<file path="config.mk">
export PLATFORM = sky130hd
export DESIGN_NAME = ptdip_div
export DESIGN_NICKNAME = d
export VERILOG_FILES = /design/src/rtl/core/ptdip_pkg.sv /design/src/rtl/core/ptdip_div.sv
export SDC_FILE = /design/constraint.sdc
export NUM_CORES = 1
export LEC_CHECK = 0
export ABC_AREA = 1
export BUFFER_PORTS_ARGS = -buffer_cell sky130_fd_sc_hd__buf_4
export CORE_MARGIN = 2
export CORE_UTILIZATION = 54
export CTS_CLUSTER_DIAMETER = 80
export DETAILED_ROUTE_END_ITERATION = 8
export PLACE_DENSITY = 0.78
export SYNTH_ARGS = -nofsm -noshare
export SYNTH_HDL_FRONTEND = slang
export SYNTH_SLANG_ARGS = --single-unit
export TNS_END_PERCENT = 50
</file>
<file path="constraint.sdc">
create_clock -name clk -period 3.83 [get_ports clk]
set_input_delay 0.383 -clock clk [delete_from_list [all_inputs] [get_ports clk]]
set_output_delay 0.383 -clock clk [all_outputs]
set_load 0.02 [all_outputs]
</file>
<file path="src/rtl/core/ptdip_pkg.sv">
// Shared constants, register codes and divider interface types for the projector.
package ptdip_pkg;

  localparam int IMAGE_WIDTH  = 512;
  localparam int IMAGE_HEIGHT = 512;

  localparam int PIX_COUNT = IMAGE_WIDTH * IMAGE_HEIGHT;
  localparam int ADDR_W    = (PIX_COUNT > 1) ? $clog2(PIX_COUNT) : 1;
  localparam int MAX_DIM   = (IMAGE_WIDTH > IMAGE_HEIGHT) ? IMAGE_WIDTH : IMAGE_HEIGHT;
  // 2**QUOT_W exceeds every valid coordinate
  localparam int QUOT_W    = $clog2(MAX_DIM + 1);

  localparam int POINT_W   = 26;
  localparam int POS_W     = POINT_W - 1;
  localparam int CFG_W     = 16;
  localparam int CFG_IDX_W = 8;
  localparam int PROD_W    = POINT_W + CFG_W + 1;
  localparam int CZ_W      = CFG_W + POS_W;
  localparam int NUM_W     = 44;
  localparam int DEN_W     = POS_W + 5;
  localparam int REM_W     = DEN_W + QUOT_W;
  localparam int DEPTH_W   = 16;
  localparam int PIX_W     = 9;

  localparam logic [31:0]       IMG_W_U = 32'(IMAGE_WIDTH);
  localparam logic [31:0]       IMG_H_U = 32'(IMAGE_HEIGHT);
  localparam logic [QUOT_W-1:0] IMG_W_Q = QUOT_W'(IMAGE_WIDTH);
  localparam logic [QUOT_W-1:0] IMG_H_Q = QUOT_W'(IMAGE_HEIGHT);

  localparam logic [CFG_IDX_W-1:0] REG_FOCAL_X  = CFG_IDX_W'(0);
  localparam logic [CFG_IDX_W-1:0] REG_FOCAL_Y  = CFG_IDX_W'(1);
  localparam logic [CFG_IDX_W-1:0] REG_CENTER_X = CFG_IDX_W'(2);
  localparam logic [CFG_IDX_W-1:0] REG_CENTER_Y = CFG_IDX_W'(3);

  localparam logic ACT_PROJECT = 1'b0;
  localparam logic ACT_READ    = 1'b1;

  typedef struct packed {
    logic             start;
    logic [NUM_W-1:0] numer;
    logic [DEN_W-1:0] denom;
  } div_req_t;

  typedef struct packed {
    logic              done;
    logic              over;
    logic [QUOT_W-1:0] quot;
  } div_rsp_t;

endpackage

</file>
<file path="src/rtl/core/ptdip_div.sv">
// Range-checked restoring divider, one quotient bit per cycle.
module ptdip_div import ptdip_pkg::*; (
  input  logic     clk,
  input  logic     rst_n,
  input  div_req_t req,
  output div_rsp_t rsp
);

  localparam int CNT_W = $clog2(QUOT_W + 1);

  logic              busy_r;
  logic              done_r;
  logic              over_r;
  logic [REM_W-1:0]  rem_r;
  logic [REM_W-1:0]  dsr_r;
  logic [QUOT_W-1:0] quot_r;
  logic [CNT_W-1:0]  cnt_r;

  logic [NUM_W-1:0] lim;
  logic             too_big;
  logic             ge;
  logic [REM_W-1:0] rem_sub;

  always_comb begin
    lim     = NUM_W'(req.denom) << QUOT_W;
    too_big = req.numer >= lim;
    ge      = rem_r >= dsr_r;
    rem_sub = rem_r - dsr_r;
  end

  always_ff @(posedge clk) begin
    if (!rst_n) begin
      busy_r <= 1'b0;
      done_r <= 1'b0;
      over_r <= 1'b0;
      cnt_r  <= '0;
    end else begin
      done_r <= (req.start && too_big) ||
                (!req.start && busy_r && (cnt_r == CNT_W'(1)));
      if (req.start) begin
        over_r <= too_big;
        quot_r <= '0;
        if (too_big) begin
          busy_r <= 1'b0;
        end else begin
          busy_r <= 1'b1;
          rem_r  <= req.numer[REM_W-1:0];
          dsr_r  <= REM_W'(req.denom) << (QUOT_W - 1);
          cnt_r  <= CNT_W'(QUOT_W);
        end
      end else if (busy_r) begin
        if (ge) begin
          rem_r <= rem_sub;
        end
        quot_r <= (quot_r << 1) | QUOT_W'(ge);
        dsr_r  <= dsr_r >> 1;
        cnt_r  <= cnt_r - CNT_W'(1);
        if (cnt_r == CNT_W'(1)) begin
          busy_r <= 1'b0;
        end
      end
    end
  end

  assign rsp.done = done_r;
  assign rsp.over = over_r;
  assign rsp.quot = quot_r;

endmodule

</file>
==> results of run 1 <==
-- worst min-delay path by stage --
stage | end | slack (ns) | cells past startpoint
after floorplan | over_r | 0.47 | 2
after global placement | over_r | 0.49 | 2
final | dsr_r[38] | 0.29 | 3
after CTS | dsr_r[38] | 0.28 | 3
after global routing | rem_r[33] | 0.31 | 3
after detailed placement | over_r | 0.53 | 2
-- layout make-up --
| type | instances | area share |
|---|---|---|
| multi-input combinational | 802 | 0.477 |
| sequential | 96 | 0.315 |
| clock buffer | 9 | 0.0252 |
| clock inverter | 7 | 0.00826 |
| inverter | 167 | 0.0702 |
| timing repair buffer | 94 | 0.0790 |
| tap | 180 | 0.0252 |
-- per-layer routing --
| layer | up-vias | track usage | wire length (um) |
|---|---|---|---|
| met5 | - | 0 | 0 |
| met4 | 0 | 0.0899 | 418 |
| met2 | 191 | 0.471 | 9650 |
| met1 | 3388 | 0.340 | 8700 |
| met3 | 36 | 0.0293 | 1010 |
| li1 | 3728 | - | - |
-- state kept, by name (all words and copies together), names as in the netlist --
signal,flops
busy_r,1
cnt_r,4
done_r,1
dsr_r,39
over_r,1
quot_r,10
rem_r,40
-- worst max-delay path, stage by stage, from the launching register on --
cell and delay [ns]:
edfxtp_1 0.37, ha_1 0.23, inv_1 0.12, fa_1 0.25, nand2_1 0.10, nand2_1 0.10
and2_4 0.17, nand2_2 0.06, nand2b_4 0.11, nand3_1 0.07, nand4_1 0.10, nand2_1 0.12
a21oi_4 0.16, buf_4 0.32
-- kinds of logic after synthesis --
family / count (synthesis) / synth area share
adders and majority gates: 72 / 0.117
xor gates and xnor gates: 3 / 0.00338
and+or+nand+nor: 557 / 0.306
DFF: 96 / 0.362
buffers and inverters: 186 / 0.0917
AOI/OAI and AO/OA: 170 / 0.119
-- metrics by stage --
stage | util | hold slack, ns | power, mW
floorplan | - | 0.469 | 1.58
global placement | 0.617 | 0.494 | 1.76
detailed placement | 0.617 | 0.528 | 1.77
CTS | 0.639 | 0.285 | 2.68
global route | 0.639 | 0.314 | 2.79
finish | 0.639 | 0.286 | 2.68
-- layout by cell type, fill, tap and decap left out, types with 3 or more instances in the layout --
cell | Yosys | final
a21o_1 | 4 | 4
nor3_1 | 10 | 10
or2_2 | 5 | 5
inv_1 | 166 | 166
nand4_1 | 11 | 11
dfxtp_1 | 7 | 7
nor2_2 | 3 | 3
nand3_1 | 54 | 54
o21ai_0 | 68 | 68
a31oi_1 | 3 | 3
buf_4 | 3 | 94
nor2_1 | 101 | 101
o21ai_1 | 4 | 4
o31ai_1 | 3 | 3
or2_1 | 10 | 10
nand2_1 | 328 | 328
a21oi_1 | 71 | 69
ha_1 | 71 | 71
nand3b_1 | 13 | 13
o21a_1 | 5 | 5
clkbuf_16 | 0 | 9
nand2_2 | 11 | 11
nand3_2 | 5 | 5
edfxtp_1 | 89 | 89
-- power by group through the flow --
stage | Combinational (mW) | Sequential, mW | Clock, mW
after floorplan | 0.349 | 1.23 | 0
after global routing | 0.620 | 1.20 | 0.960
after global placement | 0.533 | 1.22 | 0
final | 0.549 | 1.20 | 0.925
after detailed placement | 0.545 | 1.23 | 0
after CTS | 0.548 | 1.20 | 0.926
==> reports/metrics.yaml, run 1 <==
pwr:
  leakage_nw: 4.34
  seqPwrFrac: 0.449
  power_switching_mw: 0.811
  power.density_nw_per_um2: 300
  p_int_mw: 1.86
  power.share.switching: 0.303
  combPwrFrac: 0.205
  ir_drop_mv: 0.191
  clockPowerShare: 0.346
detailed_routing:
  final_antenna_net_count: 0
  drt_iter0_drc: 502
  dr.pass1.iters: 7
  drc: 0
  vias_per_cell: 5.42
  wl_per_cell_um: 14.6
  wl_um: 19800
  vias: 7343
yosys:
  synth_cell_types: 43
  netlist.area_leader.share: 0.344
  netlist_top_cells_area: "edfxtp_1, nand2_1, ha_1"
  synth_area_leader_cell: "edfxtp_1"
  synthArstFlopShare: 0
  syn-num-nets: 1233
  yosys_warnings: 0
  synthesis.area_um2: 7760
  synth_area_per_cell_um2: 7.16
  yosysMostFrequentCell: "nand2_1"
  ys.flop_type: "edfxtp_1"
  ys_seq_area_frac: 0.362
  syn_inst: 1084
  synth-edff-count: 89
  ys_top_cells_by_count: "nand2_1, inv_1, nor2_1"
  synth-seq-cells: 96
clock_network:
  clock_latency_ns: 0.37
  cts_sinks: 96
  clock_path_buffers: 2
  cts_tree: "built"
  post_cts_resize_count: 0
  h-tree-depth: 3
  cts_buffers: 9
  cts_root_buf: "clkbuf_16"
  clk_pin_slew_worst_paths_ns: 0.08
  cts_hold_buffers: 0
  post_cts.repair.setup_buffers: 0
timing:
  rsz0062_at_grt: "no"
  hold_viol: 0
  worst_slew_pin_slew_ns: 0.663
  max_clock_freq_mhz: 382
  setup_violations: 0
  drv_slew: 0
  min_period_over_period: 0.684
  setup-tns-final_ns: 0
  slew_headroom: 0.558
  skew_ns: 0.00885
  worst_slack_ns: 1.21
  finalCriticalPeriod_ns: 2.62
final_layout:
  final_nets: 1319
  area_growth_pct: 15.0
  antenna_cells: 0
  design_area_um2: 8930
  multi_input_area_um2: 4260
  finalNonFillerCells: 1355
  fillCellCount: 1305
  drive_gt1_frac: 0.122
  seq_area_um2: 2810
floorplan:
  fp.dieArea_um2: 15400
  ioPinCount: 89
  rows: 43
  die_y_um: 124
  fp.dieW_um: 124
  fp.coreArea_um2: 14000
  initial_core_util: 0.555
flow_run:
  maxCapViolCount: 0
critical_path:
  r2r_start: "dsr_r[0]"
  worstSetupPathType: "flip-flop to flip-flop"
  cp-end-kind: "flip-flop"
  rrSetupSlack_ns: 1.21
  crit_required_ns: 3.87
  worstSetupStartpointType: "flip-flop"
  critPathMaxFanout: 21
  r2r_cells: 13
  crit_start: "dsr_r[0]"
  arrival_ns: 2.66
  r2r_end: "rem_r[17]"
  crit_end: "rem_r[17]"
placement:
  place_area_um2: 8630
  numPortBuffers: 88
  hpwlAfterDp_um: 15800
  pre_cts_ws_ns: 1.11
  gp_congestion: 0.968
  dp.cells: 1339
grt:
  grt_pass1_wl_um: 31900
  grt_max_degree: 69
  antenna_found_initial: 0
  gr-usage-all-layers: 0.267
  grt_pass1_vias: 7035
  grt_overflow_total: 0
outcome:
  outcome: "finished clean"
min_path:
  hold_class: "input pin to flip-flop"
  min_from: "req[29]"
Note: power is estimated with default switching activity, not from simulation.
==> run 2, diff against run 1 <==
==> constraint.sdc (replaced) <==
create_clock -name clk -period 2.12 [get_ports clk]
set_input_delay 0.212 -clock clk [delete_from_list [all_inputs] [get_ports clk]]
set_output_delay 0.212 -clock clk [all_outputs]
set_load 0.02 [all_outputs]
==> run 2 against run 1 <==
  * The run now ends with setup timing left
  * Design area grew 22%
  * Critical path depth grew 3
  * Sequential share of layout area shrank 5.6 points
  * Routed wire length grew 21%
  * Via count grew 11%
  * First-iteration DRC count grew 18%
  * Clock power grew 90%
  * Final cell count grew 11%
  * Worst hold slack lost 0.17 ns
  * Non-clock buffer count grew 154
  * Global-route usage grew 4.3 points
  * Core utilization grew 14 points
==> reports/metrics.yaml, run 2 (synthesis gave the netlist of run 1 again) <==
outcome:
  outcome: "finished, violations left"
  failed_checks: "setup timing"
detailed_routing:
  wl_per_cell_um: 15.8  # +8.6%
  final_antenna_net_count: 0  # unchanged
  drt_iter0_drc: 590  # +18%
  dr.pass1.iters: 5  # -2
  vias_per_cell: 5.41  # about the same
  wl_um: 23900  # +21%
  vias: 8171  # +11%
  drc: 0  # unchanged
placement:
  gp_congestion: 1.02  # +5.2%
  hpwlAfterDp_um: 17300  # +9.6%
  pre_cts_ws_ns: -0.211  # -1.32 ns
  numPortBuffers: 88  # unchanged
critical_path:
  worstSetupStartpointType: "flip-flop"
  cp_slowest_cell: "edfxtp_1"
  slowest_delay_ns: 0.36  # about the same
  cp-end-kind: "flip-flop"
  arrival_ns: 2.55  # -0.11 ns
  path_cells: "inv_1 > ha_2 > inv_2 > fa_2 > nand2_2 > nand2_2 > and2_4 > nand2_4 > nand2b_4 > nand3_2 > nand4_1 > nand2_2 > a21oi_4 > buf_6 > buf_8 > buf_12"
  crit_cells: 16  # +3
  critPathTopFamily: "simple AND/OR/NAND/NOR gates"
  crit_path_frequent_cell: "nand2_2"
  critPathBufInv: 5  # +3
  critPathMaxFanout: 6  # -71%
  worstSetupPathType: "flip-flop to flip-flop"
  r2r_cells: 16  # +3
  crit_required_ns: 2.25  # -1.62 ns
clock_network:
  cts_sinks: 96  # unchanged
  h-tree-depth: 3  # unchanged
  clk_pin_slew_worst_paths_ns: 0.07  # about the same
  clock_latency_ns: 0.36  # about the same
  cts_tree: "built"
  cts_buffers: 9  # unchanged
  clock_path_buffers: 2  # unchanged
  cts_root_buf: "clkbuf_16"
  cts_hold_buffers: 0  # unchanged
floorplan:
  die_y_um: 124  # unchanged
  fp.coreArea_um2: 14000  # unchanged
  ioPinCount: 89  # unchanged
  rows: 43  # unchanged
  initial_core_util: 0.555  # unchanged
  fp.dieArea_um2: 15400  # unchanged
  fp.dieW_um: 124  # unchanged
final_layout:
  mostFrequentLayoutCells: "nand2_1, buf_4, inv_1"
  final_nets: 1473  # +12%
  regMostFlops: "rem_r"
  post-route-util: 0.778  # +0.139
  fillCellCount: 1019  # -22%
  largest_reg_flops: 40  # unchanged
  largestRegisters: "rem_r: 40 flops, dsr_r: 39 flops, quot_r: 10 flops"
  seq_area_um2: 2810  # unchanged
  multi_input_area_um2: 4860  # +14%
  mostFrequentLayoutCell: "nand2_1"
  drive_gt1_frac: 0.309  # +0.188
  area_growth_pct: 40.1
  antenna_cells: 0  # unchanged
timing:
  min_period_over_period: 1.14  # +0.457
  max_clock_freq_mhz: 414  # +8.3%
  worst_slack_ns: -0.298  # -1.51 ns
  finalCriticalPeriod_ns: 2.42  # -0.200 ns
  slew_headroom: 0.694  # +0.136
  hold_viol: 0  # unchanged
  setup-tns-final_ns: -12.52  # -12.52 ns
  skew_ns: 0.00803  # -0.000822 ns
  worst_slew_pin_slew_ns: 0.459  # -0.204 ns
  setup_violations: 70  # +70
  drv_slew: 0  # unchanged
  rsz0062_at_grt: "yes"
grt:
  gr-usage-all-layers: 0.310  # +0.0434
  grt_overflow_total: 0  # unchanged
  grt_pass1_wl_um: 36800  # +15%
  grt_max_degree: 114  # +65%
  antenna_found_initial: 0  # unchanged
  grt_pass1_vias: 8014  # +14%
pwr:
  leakage_nw: 5.23  # +21%
  ir_drop_mv: 0.577  # +200%
  power.density_nw_per_um2: 488  # +63%
min_path:
  hold_depth: 3  # unchanged
  hold_class: "input pin to flip-flop"
flow_run:
  maxCapViolCount: 0  # unchanged
[run 2: changes by cell type in the layout (fill, tap and decap cells not counted), moves of 18 or more]
cell / before / now
a21oi_2: 2 / 21
nand2_1: 328 / 299
nor2_1: 101 / 83
ha_1: 71 / 50
buf_4: 94 / 235
a21oi_1: 69 / 49
nand2_2: 11 / 33
ha_4: 0 / 20
[run 2: cell type report]
class                           instances  area share
Clock inverter                          7     0.00920
Clock buffer                            9      0.0207
Timing Repair Buffer                  248       0.187
Sequential cell                        96       0.258
Tap cell                              180      0.0207
Inverter                              167      0.0576
Multi-Input combinational cell        802       0.447
[run 2: report_power, final]
group,switching [mW],internal [mW]
logic,0.746,0.623
registers,0.0261,2.15
clock network,0.808,0.954
[run 2: layer usage]
layer | GRT usage | routed length, um | vias to the layer above
met5 | 0 | 0 | -
met4 | 0.117 | 758 | 0
met3 | 0.0499 | 1270 | 72
met2 | 0.556 | 12200 | 276
met1 | 0.374 | 9720 | 3796
li1 | - | - | 4027
[run 2: final timing paths]
kind	from	endpoint	slack [ns]
max	rem_r[0]	rem_r[38]	-0.30
min	rst_n	over_r	0.12
max reg2reg	rem_r[0]	rem_r[38]	-0.30
min reg2reg	over_r	over_r	0.52
[run 2: worst register-to-register path, cell delays in order, from the launching register on]
cell and delay, ns:
edfxtp_1 0.36, inv_1 0.07, ha_2 0.18, inv_2 0.05, fa_2 0.35, nand2_2 0.09, nand2_2 0.06, and2_4 0.15
nand2_4 0.06, nand2b_4 0.06, nand3_2 0.06, nand4_1 0.08, nand2_2 0.13, a21oi_4 0.08, buf_6 0.14, buf_8 0.13
buf_12 0.14
[run 2: per-stage QoR]
stage	cell area, um^2	hold slack, ns	power [mW]	std cells
2_1_floorplan	7800	0.357	2.85	1084
5_1_grt	10900	0.120	5.52	1509
4_1_cts	10500	0.114	5.21	1504
3_3_place_gp	9710	0.477	3.36	1473
6_report	10900	0.118	5.31	1509
3_5_place_dp	9710	0.483	3.39	1473
[run 2: repair_timing]
action | in CTS | in global routing
endpoints found under the hold margin | 0 | 0
setup endpoints to repair | 71 | 75
pin swaps | 11 | 24
cloned | 4 | 0
resized for setup | 71 | 78
setup buffers | 11 | 5
